### config.mk
export PLATFORM = sky130hd
export DESIGN_NAME = ir_pulse_width_capture_flat
export DESIGN_NICKNAME = d
export VERILOG_FILES = /design/src/sv/ipwc_pkg.sv /design/src/sv/ipwc_in_if.sv /design/src/sv/ipwc_out_if.sv /design/src/sv/ipwc_ram.sv /design/src/sv/ir_pulse_width_capture.sv /design/src/flat_wrapper.sv
export VERILOG_INCLUDE_DIRS = /design/src /design/src/sv
export SDC_FILE = /design/constraint.sdc
export NUM_CORES = 2
export LEC_CHECK = 0
export BUFFER_PORTS_ARGS = -buffer_cell sky130_fd_sc_hd__buf_2
export CAP_MARGIN = 20
export CELL_PAD_IN_SITES_DETAIL_PLACEMENT = 0
export CELL_PAD_IN_SITES_GLOBAL_PLACEMENT = 1
export CORE_UTILIZATION = 40
export DETAILED_ROUTE_END_ITERATION = 10
export PLACE_DENSITY_LB_ADDON = 0.1
export SLEW_MARGIN = 10
export SYNTH_ARGS = -nofsm -noshare
export SYNTH_HDL_FRONTEND = slang
export SYNTH_SLANG_ARGS = --single-unit
export TNS_END_PERCENT = 30
### constraint.sdc
create_clock -name clk -period 12.1 [get_ports clk]
set_input_delay 0 -clock clk [delete_from_list [all_inputs] [get_ports clk]]
set_output_delay 0 -clock clk [all_outputs]
set_load 0.005 [all_outputs]
### src/sv/ir_pulse_width_capture_macros.svh
// Assertion macros for the infrared pulse width capture block.
`ifndef IR_PULSE_WIDTH_CAPTURE_MACROS_SVH
`define IR_PULSE_WIDTH_CAPTURE_MACROS_SVH

`ifndef SYNTHESIS
// Checks a property on every clock edge outside reset.
`define IPWC_ASSERT(lbl, clk_i, rstn_i, prop, msg) \
  lbl: assert property (@(posedge clk_i) disable iff (!rstn_i) (prop)) else $error(msg);
// Checks that a condition implies a consequence in the same cycle.
`define IPWC_ASSERT_IMPL(lbl, clk_i, rstn_i, ante, cons, msg) \
  lbl: assert property (@(posedge clk_i) disable iff (!rstn_i) (ante) |-> (cons)) \
    else $error(msg);
`else
`define IPWC_ASSERT(lbl, clk_i, rstn_i, prop, msg)
`define IPWC_ASSERT_IMPL(lbl, clk_i, rstn_i, ante, cons, msg)
`endif

`endif

### src/sv/ipwc_pkg.sv
// Shared types, codes and default sizes for the infrared pulse width capture block.
package ipwc_pkg;

  // Default sizes of the capture buffer and the tick counter.
  localparam int IPWC_BUF_DEPTH  = 128;
  localparam int IPWC_TICK_WIDTH = 16;

  // Field widths of the transactions and of the configuration port.
  localparam int ACTION_W   = 2;
  localparam int INDEX_W    = 7;
  localparam int PHASE_W    = 2;
  localparam int COUNT_W    = 8;
  localparam int VALUE_W    = 16;
  localparam int CFG_IDX_W  = 1;
  localparam int CFG_DATA_W = 16;
  localparam int GAP_W      = 16;

  // Action codes of an input transaction.
  localparam logic [ACTION_W-1:0] ACT_TICK    = 2'd0;
  localparam logic [ACTION_W-1:0] ACT_READ    = 2'd1;
  localparam logic [ACTION_W-1:0] ACT_RELEASE = 2'd2;

  // Phase codes reported in a result transaction.
  localparam logic [PHASE_W-1:0] PHASE_LISTEN = 2'd0;
  localparam logic [PHASE_W-1:0] PHASE_MARK   = 2'd1;
  localparam logic [PHASE_W-1:0] PHASE_SPACE  = 2'd2;
  localparam logic [PHASE_W-1:0] PHASE_DONE   = 2'd3;

  // Configuration register indexes.
  localparam logic [CFG_IDX_W-1:0] CFG_MIN_GAP    = 1'd0;
  localparam logic [CFG_IDX_W-1:0] CFG_MARK_LEVEL = 1'd1;

endpackage

### src/sv/ipwc_in_if.sv
// Input channel: valid/ready handshake carrying action, level and index.
interface ipwc_in_if import ipwc_pkg::*; ();
  logic               valid;
  logic               ready;
  logic [ACTION_W-1:0] action;
  logic               level;
  logic [INDEX_W-1:0]  index;

  modport source (output valid, output action, output level, output index, input ready);
  modport sink (input valid, input action, input level, input index, output ready);
endinterface

### src/sv/ipwc_out_if.sv
// Result channel: valid/ready handshake carrying status and entry value.
interface ipwc_out_if import ipwc_pkg::*; ();
  logic               valid;
  logic               ready;
  logic [PHASE_W-1:0]  phase;
  logic [COUNT_W-1:0]  count;
  logic               overflow_error;
  logic [VALUE_W-1:0]  entry_value;

  modport source (output valid, output phase, output count, output overflow_error,
                  output entry_value, input ready);
  modport sink (input valid, input phase, input count, input overflow_error,
                input entry_value, output ready);
endinterface

### src/sv/ipwc_ram.sv
// Generic simple dual-port RAM with one write port and one registered read port.
module ipwc_ram #(
  parameter int WIDTH = 16,
  parameter int DEPTH = 128,
  parameter int AW    = $clog2(DEPTH)
) (
  input  logic             clk,
  input  logic             we,
  input  logic [AW-1:0]    waddr,
  input  logic [WIDTH-1:0] wdata,
  input  logic             re,
  input  logic [AW-1:0]    raddr,
  output logic [WIDTH-1:0] rdata
);

  logic [WIDTH-1:0] mem [DEPTH];

  // Write port.
  always_ff @(posedge clk) begin
    if (we) begin
      mem[waddr] <= wdata;
    end
  end

  // Registered read port; the data holds while no read is issued.
  always_ff @(posedge clk) begin
    if (re) begin
      rdata <= mem[raddr];
    end
  end

endmodule

### src/sv/ir_pulse_width_capture.sv
// Top level of the infrared pulse width capture block: mark/space timing and buffer.
//
//   channel   direction  handshake          payload
//   in_ch     sink       valid/ready        action, level, index
//   out_ch    source     valid/ready        phase, count, overflow_error, entry_value
//   cfg_*     input      cfg_we, no wait    cfg_index, cfg_wdata
//
// One transaction is accepted every cycle while the result path does not stall; its result appears
// after the registered read of the duration buffer and the output register.
// The state update of a transaction completes in the cycle of its acceptance.
// Reset is synchronous and clears all control state; the buffer needs no clearing.
// A stalled result register holds while one more transaction is accepted behind it.
`include "ir_pulse_width_capture_macros.svh"

module ir_pulse_width_capture import ipwc_pkg::*; #(
  parameter int BUF_DEPTH  = IPWC_BUF_DEPTH,
  parameter int TICK_WIDTH = IPWC_TICK_WIDTH
) (
  input  logic                  clk,
  input  logic                  rst_n,
  input  logic                  cfg_we,
  input  logic [CFG_IDX_W-1:0]  cfg_index,
  input  logic [CFG_DATA_W-1:0] cfg_wdata,
  ipwc_in_if.sink               in_ch,
  ipwc_out_if.source            out_ch
);

  localparam int AW    = $clog2(BUF_DEPTH);
  localparam int CNT_W = $clog2(BUF_DEPTH + 1);
  localparam int XW    = (AW > INDEX_W) ? AW : INDEX_W;
  localparam logic [TICK_WIDTH-1:0] TICK_MAX = {TICK_WIDTH{1'b1}};

  typedef enum logic [3:0] {
    PH_LISTEN_S = 4'b0001,
    PH_MARK_S   = 4'b0010,
    PH_SPACE_S  = 4'b0100,
    PH_DONE_S   = 4'b1000
  } phase_state_t;

  function automatic logic [PHASE_W-1:0] phase_code(input phase_state_t ph);
    logic [PHASE_W-1:0] code;
    unique case (ph)
      PH_LISTEN_S: code = PHASE_LISTEN;
      PH_MARK_S:   code = PHASE_MARK;
      PH_SPACE_S:  code = PHASE_SPACE;
      PH_DONE_S:   code = PHASE_DONE;
      default:     code = PHASE_LISTEN;
    endcase
    return code;
  endfunction

  // Configuration and capture state.
  logic [GAP_W-1:0]      min_gap_r;
  logic                  mark_level_r;
  phase_state_t          phase_r, phase_nxt;
  logic [CNT_W-1:0]      cnt_r, cnt_nxt;
  logic [TICK_WIDTH-1:0] tick_r, tick_nxt;
  logic                  err_r, err_nxt;

  // Pipeline stage waiting on the buffer read, then the output register.
  logic                  p_v_r;
  logic [PHASE_W-1:0]    p_phase_r;
  logic [COUNT_W-1:0]    p_cnt_r;
  logic                  p_err_r;
  logic                  p_rd_r;
  logic                  o_v_r;
  logic [PHASE_W-1:0]    o_phase_r;
  logic [COUNT_W-1:0]    o_cnt_r;
  logic                  o_err_r;
  logic [VALUE_W-1:0]    o_val_r;

  logic                  in_acc;
  logic                  p_adv;
  logic                  is_mark;
  logic                  full;
  logic                  in_frame;
  logic [TICK_WIDTH-1:0] tick_inc;
  logic                  ram_we;
  logic [AW-1:0]         ram_waddr;
  logic                  ram_re;
  logic [AW-1:0]         ram_raddr;
  logic [TICK_WIDTH-1:0] ram_rdata;
  logic [XW-1:0]         idx_x;
  logic                  rd_hit;
  logic [31:0]           cnt_ext;
  logic [31:0]           rd_ext;

  // Handshake: the read stage frees up whenever its transaction moves on.
  assign in_acc      = in_ch.valid && in_ch.ready;
  assign p_adv       = p_v_r && (!o_v_r || out_ch.ready);
  assign in_ch.ready = !p_v_r || p_adv;

  // Sample classification and saturating tick increment.
  assign is_mark  = (in_ch.level == mark_level_r);
  assign tick_inc = (tick_r == TICK_MAX) ? tick_r : tick_r + TICK_WIDTH'(1);
  assign full     = 32'(cnt_r) >= 32'(BUF_DEPTH);
  assign in_frame = (phase_r == PH_MARK_S) || (phase_r == PH_SPACE_S);

  // Read address and range check against the current entry count.
  assign idx_x     = XW'(in_ch.index);
  assign ram_raddr = idx_x[AW-1:0];
  assign rd_hit    = (32'(in_ch.index) < 32'(cnt_r)) && (32'(in_ch.index) < 32'(BUF_DEPTH));

  // Next capture state for the accepted transaction.
  always_comb begin
    phase_nxt = phase_r;
    cnt_nxt   = cnt_r;
    tick_nxt  = tick_r;
    err_nxt   = err_r;
    ram_we    = 1'b0;
    ram_waddr = cnt_r[AW-1:0];
    ram_re    = 1'b0;
    if (in_acc) begin
      case (in_ch.action)
        ACT_TICK: begin
          tick_nxt = tick_inc;
          if (full) begin
            err_nxt   = 1'b1;
            phase_nxt = PH_DONE_S;
          end else begin
            unique case (phase_r)
              PH_LISTEN_S: begin
                if (is_mark) begin
                  tick_nxt = '0;
                  if (32'(tick_inc) >= 32'(min_gap_r)) begin
                    ram_we    = 1'b1;
                    ram_waddr = '0;
                    cnt_nxt   = CNT_W'(1);
                    err_nxt   = 1'b0;
                    phase_nxt = PH_MARK_S;
                  end
                end
              end
              PH_MARK_S: begin
                if (!is_mark) begin
                  ram_we    = 1'b1;
                  cnt_nxt   = cnt_r + CNT_W'(1);
                  tick_nxt  = '0;
                  phase_nxt = PH_SPACE_S;
                end
              end
              PH_SPACE_S: begin
                if (is_mark) begin
                  ram_we    = 1'b1;
                  cnt_nxt   = cnt_r + CNT_W'(1);
                  tick_nxt  = '0;
                  phase_nxt = PH_MARK_S;
                end else if (32'(tick_inc) > 32'(min_gap_r)) begin
                  phase_nxt = PH_DONE_S;
                end
              end
              PH_DONE_S: begin
                if (is_mark) begin
                  tick_nxt = '0;
                end
              end
              default: begin
                phase_nxt = PH_LISTEN_S;
              end
            endcase
          end
        end
        ACT_READ: begin
          ram_re = rd_hit;
        end
        ACT_RELEASE: begin
          if (phase_r == PH_DONE_S) begin
            cnt_nxt   = '0;
            phase_nxt = PH_LISTEN_S;
          end
        end
        default: begin
        end
      endcase
    end
  end

  // Duration buffer, written with the incremented tick count.
  ipwc_ram #(
    .WIDTH (TICK_WIDTH),
    .DEPTH (BUF_DEPTH),
    .AW    (AW)
  ) u_ram (
    .clk   (clk),
    .we    (ram_we),
    .waddr (ram_waddr),
    .wdata (tick_inc),
    .re    (ram_re),
    .raddr (ram_raddr),
    .rdata (ram_rdata)
  );

  assign cnt_ext = 32'(cnt_nxt);
  assign rd_ext  = 32'(ram_rdata);

  // Configuration and capture control registers.
  always_ff @(posedge clk) begin
    if (!rst_n) begin
      min_gap_r    <= GAP_W'(100);
      mark_level_r <= 1'b0;
      phase_r      <= PH_LISTEN_S;
      cnt_r        <= '0;
      tick_r       <= '0;
      err_r        <= 1'b0;
    end else begin
      if (cfg_we) begin
        unique case (cfg_index)
          CFG_MIN_GAP:    min_gap_r    <= cfg_wdata[GAP_W-1:0];
          CFG_MARK_LEVEL: mark_level_r <= cfg_wdata[0];
          default: begin
          end
        endcase
      end
      phase_r <= phase_nxt;
      cnt_r   <= cnt_nxt;
      tick_r  <= tick_nxt;
      err_r   <= err_nxt;
    end
  end

  // Valid flags of the read stage and the output register.
  always_ff @(posedge clk) begin
    if (!rst_n) begin
      p_v_r <= 1'b0;
      o_v_r <= 1'b0;
    end else begin
      if (in_acc) begin
        p_v_r <= 1'b1;
      end else if (p_adv) begin
        p_v_r <= 1'b0;
      end
      if (p_adv) begin
        o_v_r <= 1'b1;
      end else if (out_ch.ready) begin
        o_v_r <= 1'b0;
      end
    end
  end

  // Result payload: status after the transaction, then the buffer data.
  always_ff @(posedge clk) begin
    if (in_acc) begin
      p_phase_r <= phase_code(phase_nxt);
      p_cnt_r   <= cnt_ext[COUNT_W-1:0];
      p_err_r   <= err_nxt;
      p_rd_r    <= ram_re;
    end
    if (p_adv) begin
      o_phase_r <= p_phase_r;
      o_cnt_r   <= p_cnt_r;
      o_err_r   <= p_err_r;
      o_val_r   <= p_rd_r ? rd_ext[VALUE_W-1:0] : '0;
    end
  end

  assign out_ch.valid          = o_v_r;
  assign out_ch.phase          = o_phase_r;
  assign out_ch.count          = o_cnt_r;
  assign out_ch.overflow_error = o_err_r;
  assign out_ch.entry_value    = o_val_r;

  // Consistency checks on the capture state and the result pipeline.
  `IPWC_ASSERT(a_cnt_bound, clk, rst_n, 32'(cnt_r) <= 32'(BUF_DEPTH), "entry count above depth")
  `IPWC_ASSERT_IMPL(a_err_phase, clk, rst_n, err_r, !in_frame, "error flag inside an open frame")
  `IPWC_ASSERT_IMPL(a_frame_cnt, clk, rst_n, in_frame, cnt_r != '0, "open frame without gap entry")
  `IPWC_ASSERT(a_pipe_adv, clk, rst_n, (p_v_r && !o_v_r) |=> o_v_r, "read stage did not advance")

endmodule

### src/flat_wrapper.sv
// flat-port wrapper written by rule: the top's interface ports become plain ports
module ir_pulse_width_capture_flat import ipwc_pkg::*;
#(
  parameter int BUF_DEPTH  = IPWC_BUF_DEPTH,
  parameter int TICK_WIDTH = IPWC_TICK_WIDTH
)
  (clk, rst_n, cfg_we, cfg_index, cfg_wdata, in_ch_valid, in_ch_action, in_ch_level, in_ch_index, in_ch_ready, out_ch_valid, out_ch_phase, out_ch_count, out_ch_overflow_error, out_ch_entry_value, out_ch_ready);
  ipwc_in_if in_ch_i ();
  ipwc_out_if out_ch_i ();
  input  logic clk;
  input  logic rst_n;
  input  logic cfg_we;
  input  logic [CFG_IDX_W-1:0] cfg_index;
  input  logic [CFG_DATA_W-1:0] cfg_wdata;
  input wire logic [$bits(in_ch_i.valid)-1:0] in_ch_valid;
  input wire logic [$bits(in_ch_i.action)-1:0] in_ch_action;
  input wire logic [$bits(in_ch_i.level)-1:0] in_ch_level;
  input wire logic [$bits(in_ch_i.index)-1:0] in_ch_index;
  output wire logic [$bits(in_ch_i.ready)-1:0] in_ch_ready;
  output wire logic [$bits(out_ch_i.valid)-1:0] out_ch_valid;
  output wire logic [$bits(out_ch_i.phase)-1:0] out_ch_phase;
  output wire logic [$bits(out_ch_i.count)-1:0] out_ch_count;
  output wire logic [$bits(out_ch_i.overflow_error)-1:0] out_ch_overflow_error;
  output wire logic [$bits(out_ch_i.entry_value)-1:0] out_ch_entry_value;
  input wire logic [$bits(out_ch_i.ready)-1:0] out_ch_ready;
  assign in_ch_i.valid = in_ch_valid;
  assign in_ch_i.action = in_ch_action;
  assign in_ch_i.level = in_ch_level;
  assign in_ch_i.index = in_ch_index;
  assign in_ch_ready = in_ch_i.ready;
  assign out_ch_valid = out_ch_i.valid;
  assign out_ch_phase = out_ch_i.phase;
  assign out_ch_count = out_ch_i.count;
  assign out_ch_overflow_error = out_ch_i.overflow_error;
  assign out_ch_entry_value = out_ch_i.entry_value;
  assign out_ch_i.ready = out_ch_ready;
  ir_pulse_width_capture #(.BUF_DEPTH(BUF_DEPTH), .TICK_WIDTH(TICK_WIDTH)) u_core (.clk(clk), .rst_n(rst_n), .cfg_we(cfg_we), .cfg_index(cfg_index), .cfg_wdata(cfg_wdata), .in_ch(in_ch_i), .out_ch(out_ch_i));
endmodule
==> results.py <==
metrics = {
    "setup_path": {
        "required_ns": 12.57,
        "rrSetupSlack_ns": 4.43,
        "worstSetupPathType": "flop to flop",
        "r2r_cells": 16,
        "critPathCaptureType": "flop",
        "rr_endpoint": "u_core.u_ram.mem[127][10]$_DFFE_PP_",
        "startpoint_type": "flop",
        "crit_fanout": 66,
        "reg2reg_from": "u_core.tick_r[0]$_SDFFE_PN0P_",
        "arrival_ns": 8.13,
    },
    "detailed_routing": {
        "vias_per_cell": 5.583,
        "routedWlPerCell_um": 32.38,
        "vias": 39620,
        "finalWirelength_mm": 229.8,
        "ant_nets": 0,
        "drt_first_pass_iters": 5,
        "drc": 0,
        "drtIter0Drc": 3928,
    },
    "synth": {
        "ys.flop_type": "edfxtp_1",
        "synth_edf_count": 2103,
        "yosys-top-cells-area": "edfxtp_1, mux4_2, mux2_2, dfxtp_1, nor2_1",
        "ys_ff_latch": 2151,
        "yosys.area.top_type": "edfxtp_1",
        "yosysTopAreaCellShare_pct": 75.26,
        "syn_inst": 3786,
        "ys_top_cells_by_count": "edfxtp_1, mux4_2, nor2_1",
        "yosysMostFrequentCell": "edfxtp_1",
        "synth_warnings": 0,
        "yosysSeqAreaShare_pct": 76.40,
        "syn-num-nets": 3843,
        "syn_area_um2": 83910,
        "async_flop_share_pct": 0,
        "ys_types": 70,
        "avgSynthCellArea_um2": 22.16,
    },
    "sta": {
        "skew_ns": 0.03483,
        "max_freq_mhz": 130.4,
        "setup_viol": 0,
        "setup_tns_ns": 0,
        "fin_crit_ns": 7.667,
        "hold_violations": 0,
        "rsz0062_at_grt": "no",
        "whs_ns": 0.1435,
        "tightest_slew_ns": 1.205,
        "relSlewSlack_pct": 19.65,
        "fin_crit_sh_pct": 63.36,
        "slew_viol_final": 0,
    },
    "clock_network": {
        "clock_latency_ns": 0.87,
        "cts_root_buffer": "clkbuf_16",
        "clock-sinks": 2151,
        "numCtsBuffers": 223,
        "htree_levels": 4,
        "cts.clk_slew.worst_paths_ns": 0.06,
        "cts_tree": "built",
        "cts_setup_buffers": 0,
        "clk_path_buf_depth": 3,
    },
    "power": {
        "vdd_ir_drop_max_v": 0.0001162,
        "p_leak_nw": 33.92,
        "p_per_area_nw_per_um2": 156.9,
    },
    "finish": {
        "area_growth_pct": 14.88,
        "layout.nets": 4174,
        "fillers": 17330,
        "fin_area_um2": 96400,
        "drive_gt1_share_pct": 30.77,
    },
    "placed_design": {
        "placed_area_um2": 88520,
        "hpwl_mm": 136.8,
        "gp_congestion": 0.7969,
        "port_buffers": 60,
    },
    "status": {
        "status": "finished, final reports clean",
    },
    "global_routing": {
        "grt_usage_pct": 21.92,
        "grt_pass1_vias": 40530,
        "grt_start_max_net_pins": 130,
        "grt_pass1_wl_mm": 322.2,
        "antenna_found_initial": 12,
        "grt_remaining_overflow": 0,
    },
    "job": {
        "drv_cap": 0,
    },
    "worst_hold_path": {
        "min_from": "rst_n",
        "min_path_type": "input port to flop",
        "hold_depth": 3,
        "hold_path_end": "u_core.err_r$_SDFF_PN0_",
    },
    "floorplan": {
        "io_pins": 61,
        "core.rowCount": 167,
        "dieWidth_um": 460.0,
        "initial_utilization_pct": 40.40,
        "core_area_um2": 207700,
        "die_h_um": 460.0,
        "die_area_um2": 211600,
    },
}
stage by stage:
| step | std cells | setup WS [ns] | total power, mW | util, % |
|---|---|---|---|---|
| final | 7096 | 4.433 | 15.13 | 46.41 |
| after global routing | 7090 | 4.036 | 15.55 | 46.41 |
| after CTS | 7087 | 4.298 | 15.29 | 46.40 |
| after detailed placement | 6595 | 4.330 | 8.634 | 42.62 |
| after global placement | 6593 | 4.471 | 8.634 | 42.61 |
| after floorplan | 3786 | 2.931 | 8.490 | - |
area by class of cell:
cell class	count	area, um^2	share of cell area, %
sequential	2151	64110	66.51
multi-input combinational	1398	19160	19.88
clock buffer	282	5897	6.117
tap	2788	3488	3.619
timing repair buffer	308	2475	2.567
clock inverter	126	1115	1.156
inverter	35	133.9	0.1389
antenna	8	20.02	0.02077
per-layer routing:
metal / global-route usage, % / part of all wire (%) / up-vias
met3: 3.351 / 4.8 / 220
met4: 4.970 / 1.8 / 0
met5: 0 / 0 / -
li1: - / - / 16690
met2: 35.81 / 49 / 1047
met1: 31.04 / 44 / 21660
critical path, cell delays in order (launching register included):
cell       delay, ns
dfxtp_1         0.44
ha_1            0.24
nand3_1         0.22
nor4_4          0.60
nand2_2         0.28
and4_1          0.37
xor2_4          0.14
buf_4           0.70
ha_1            0.42
a21oi_1         0.23
a2111oi_4       0.12
a2111oi_4       0.49
a21o_2          0.65
buf_4           0.52
o2111ai_4       0.55
buf_4           0.46
nor2_2          0.77
power by group:
group,leakage (nW),internal [mW],switching (mW)
clock,3.42,3.80,2.85
combinational,7.18,0.158,0.247
sequential,23.3,8.07,0.00579
total,33.9,12.0,3.10
worst max path at each step:
stage | start | end | slack [ns] | depth (start not counted)
3_3_place_gp | u_core.tick_r[0]$_SDFFE_PN0P_ | u_core.u_ram.mem[111][0]$_DFFE_PP_ | 4.47 | 16
3_5_place_dp | u_core.tick_r[0]$_SDFFE_PN0P_ | u_core.u_ram.mem[127][0]$_DFFE_PP_ | 4.33 | 17
4_1_cts | u_core.tick_r[0]$_SDFFE_PN0P_ | u_core.u_ram.mem[127][10]$_DFFE_PP_ | 4.30 | 17
6_report | u_core.tick_r[0]$_SDFFE_PN0P_ | u_core.u_ram.mem[127][10]$_DFFE_PP_ | 4.43 | 16
5_1_grt | u_core.tick_r[0]$_SDFFE_PN0P_ | u_core.u_ram.mem[111][0]$_DFFE_PP_ | 4.04 | 16
2_1_floorplan | u_core.tick_r[0]$_SDFFE_PN0P_ | u_core.u_ram.mem[112][0]$_DFFE_PP_ | 2.93 | 16
layout by cell type (no fill, tap or decap), types with 41 or more instances in the layout:
cell type	n
o22ai_1	48
mux2i_1	50
clkbuf_16	227
edfxtp_1	2103
buf_4	157
clkbuf_1	54
clkinv_1	51
nor2_2	49
a21oi_1	52
clkinv_2	41
mux4_2	576
nand2_1	76
mux2_2	96
nor2_1	86
dfxtp_1	48
buf_2	58
dlygate4sd3_1	84
what timing repair did:
item	CTS	global route
hold endpoints to repair	104	0
resized for setup	0	0
hold buffers	84	0
flip-flops by register name, summed over array words and instances (netlist names), 4 cells and up:
signal                     flops
u_core.out_ch.count            8
u_core.u_ram.mem            2048
u_core.cnt_r                   8
u_core.out_ch.entry_value     16
u_core.min_gap_r              16
u_core.phase_r                 4
u_core.p_cnt_r                 8
u_core.u_ram.rdata            16
u_core.tick_r                 16
cells by family after synthesis:
group           after synthesis  share of synthesized area [%]
buf+inv                     237                          1.342
compound gates              237                          2.037
mux                         723                          17.36
simple gates                394                          2.292
fa+ha+maj                    25                         0.3728
flops                      2151                          76.40
xor+xnor                     19                         0.1983
Note: power is estimated with default switching activity, not from simulation.
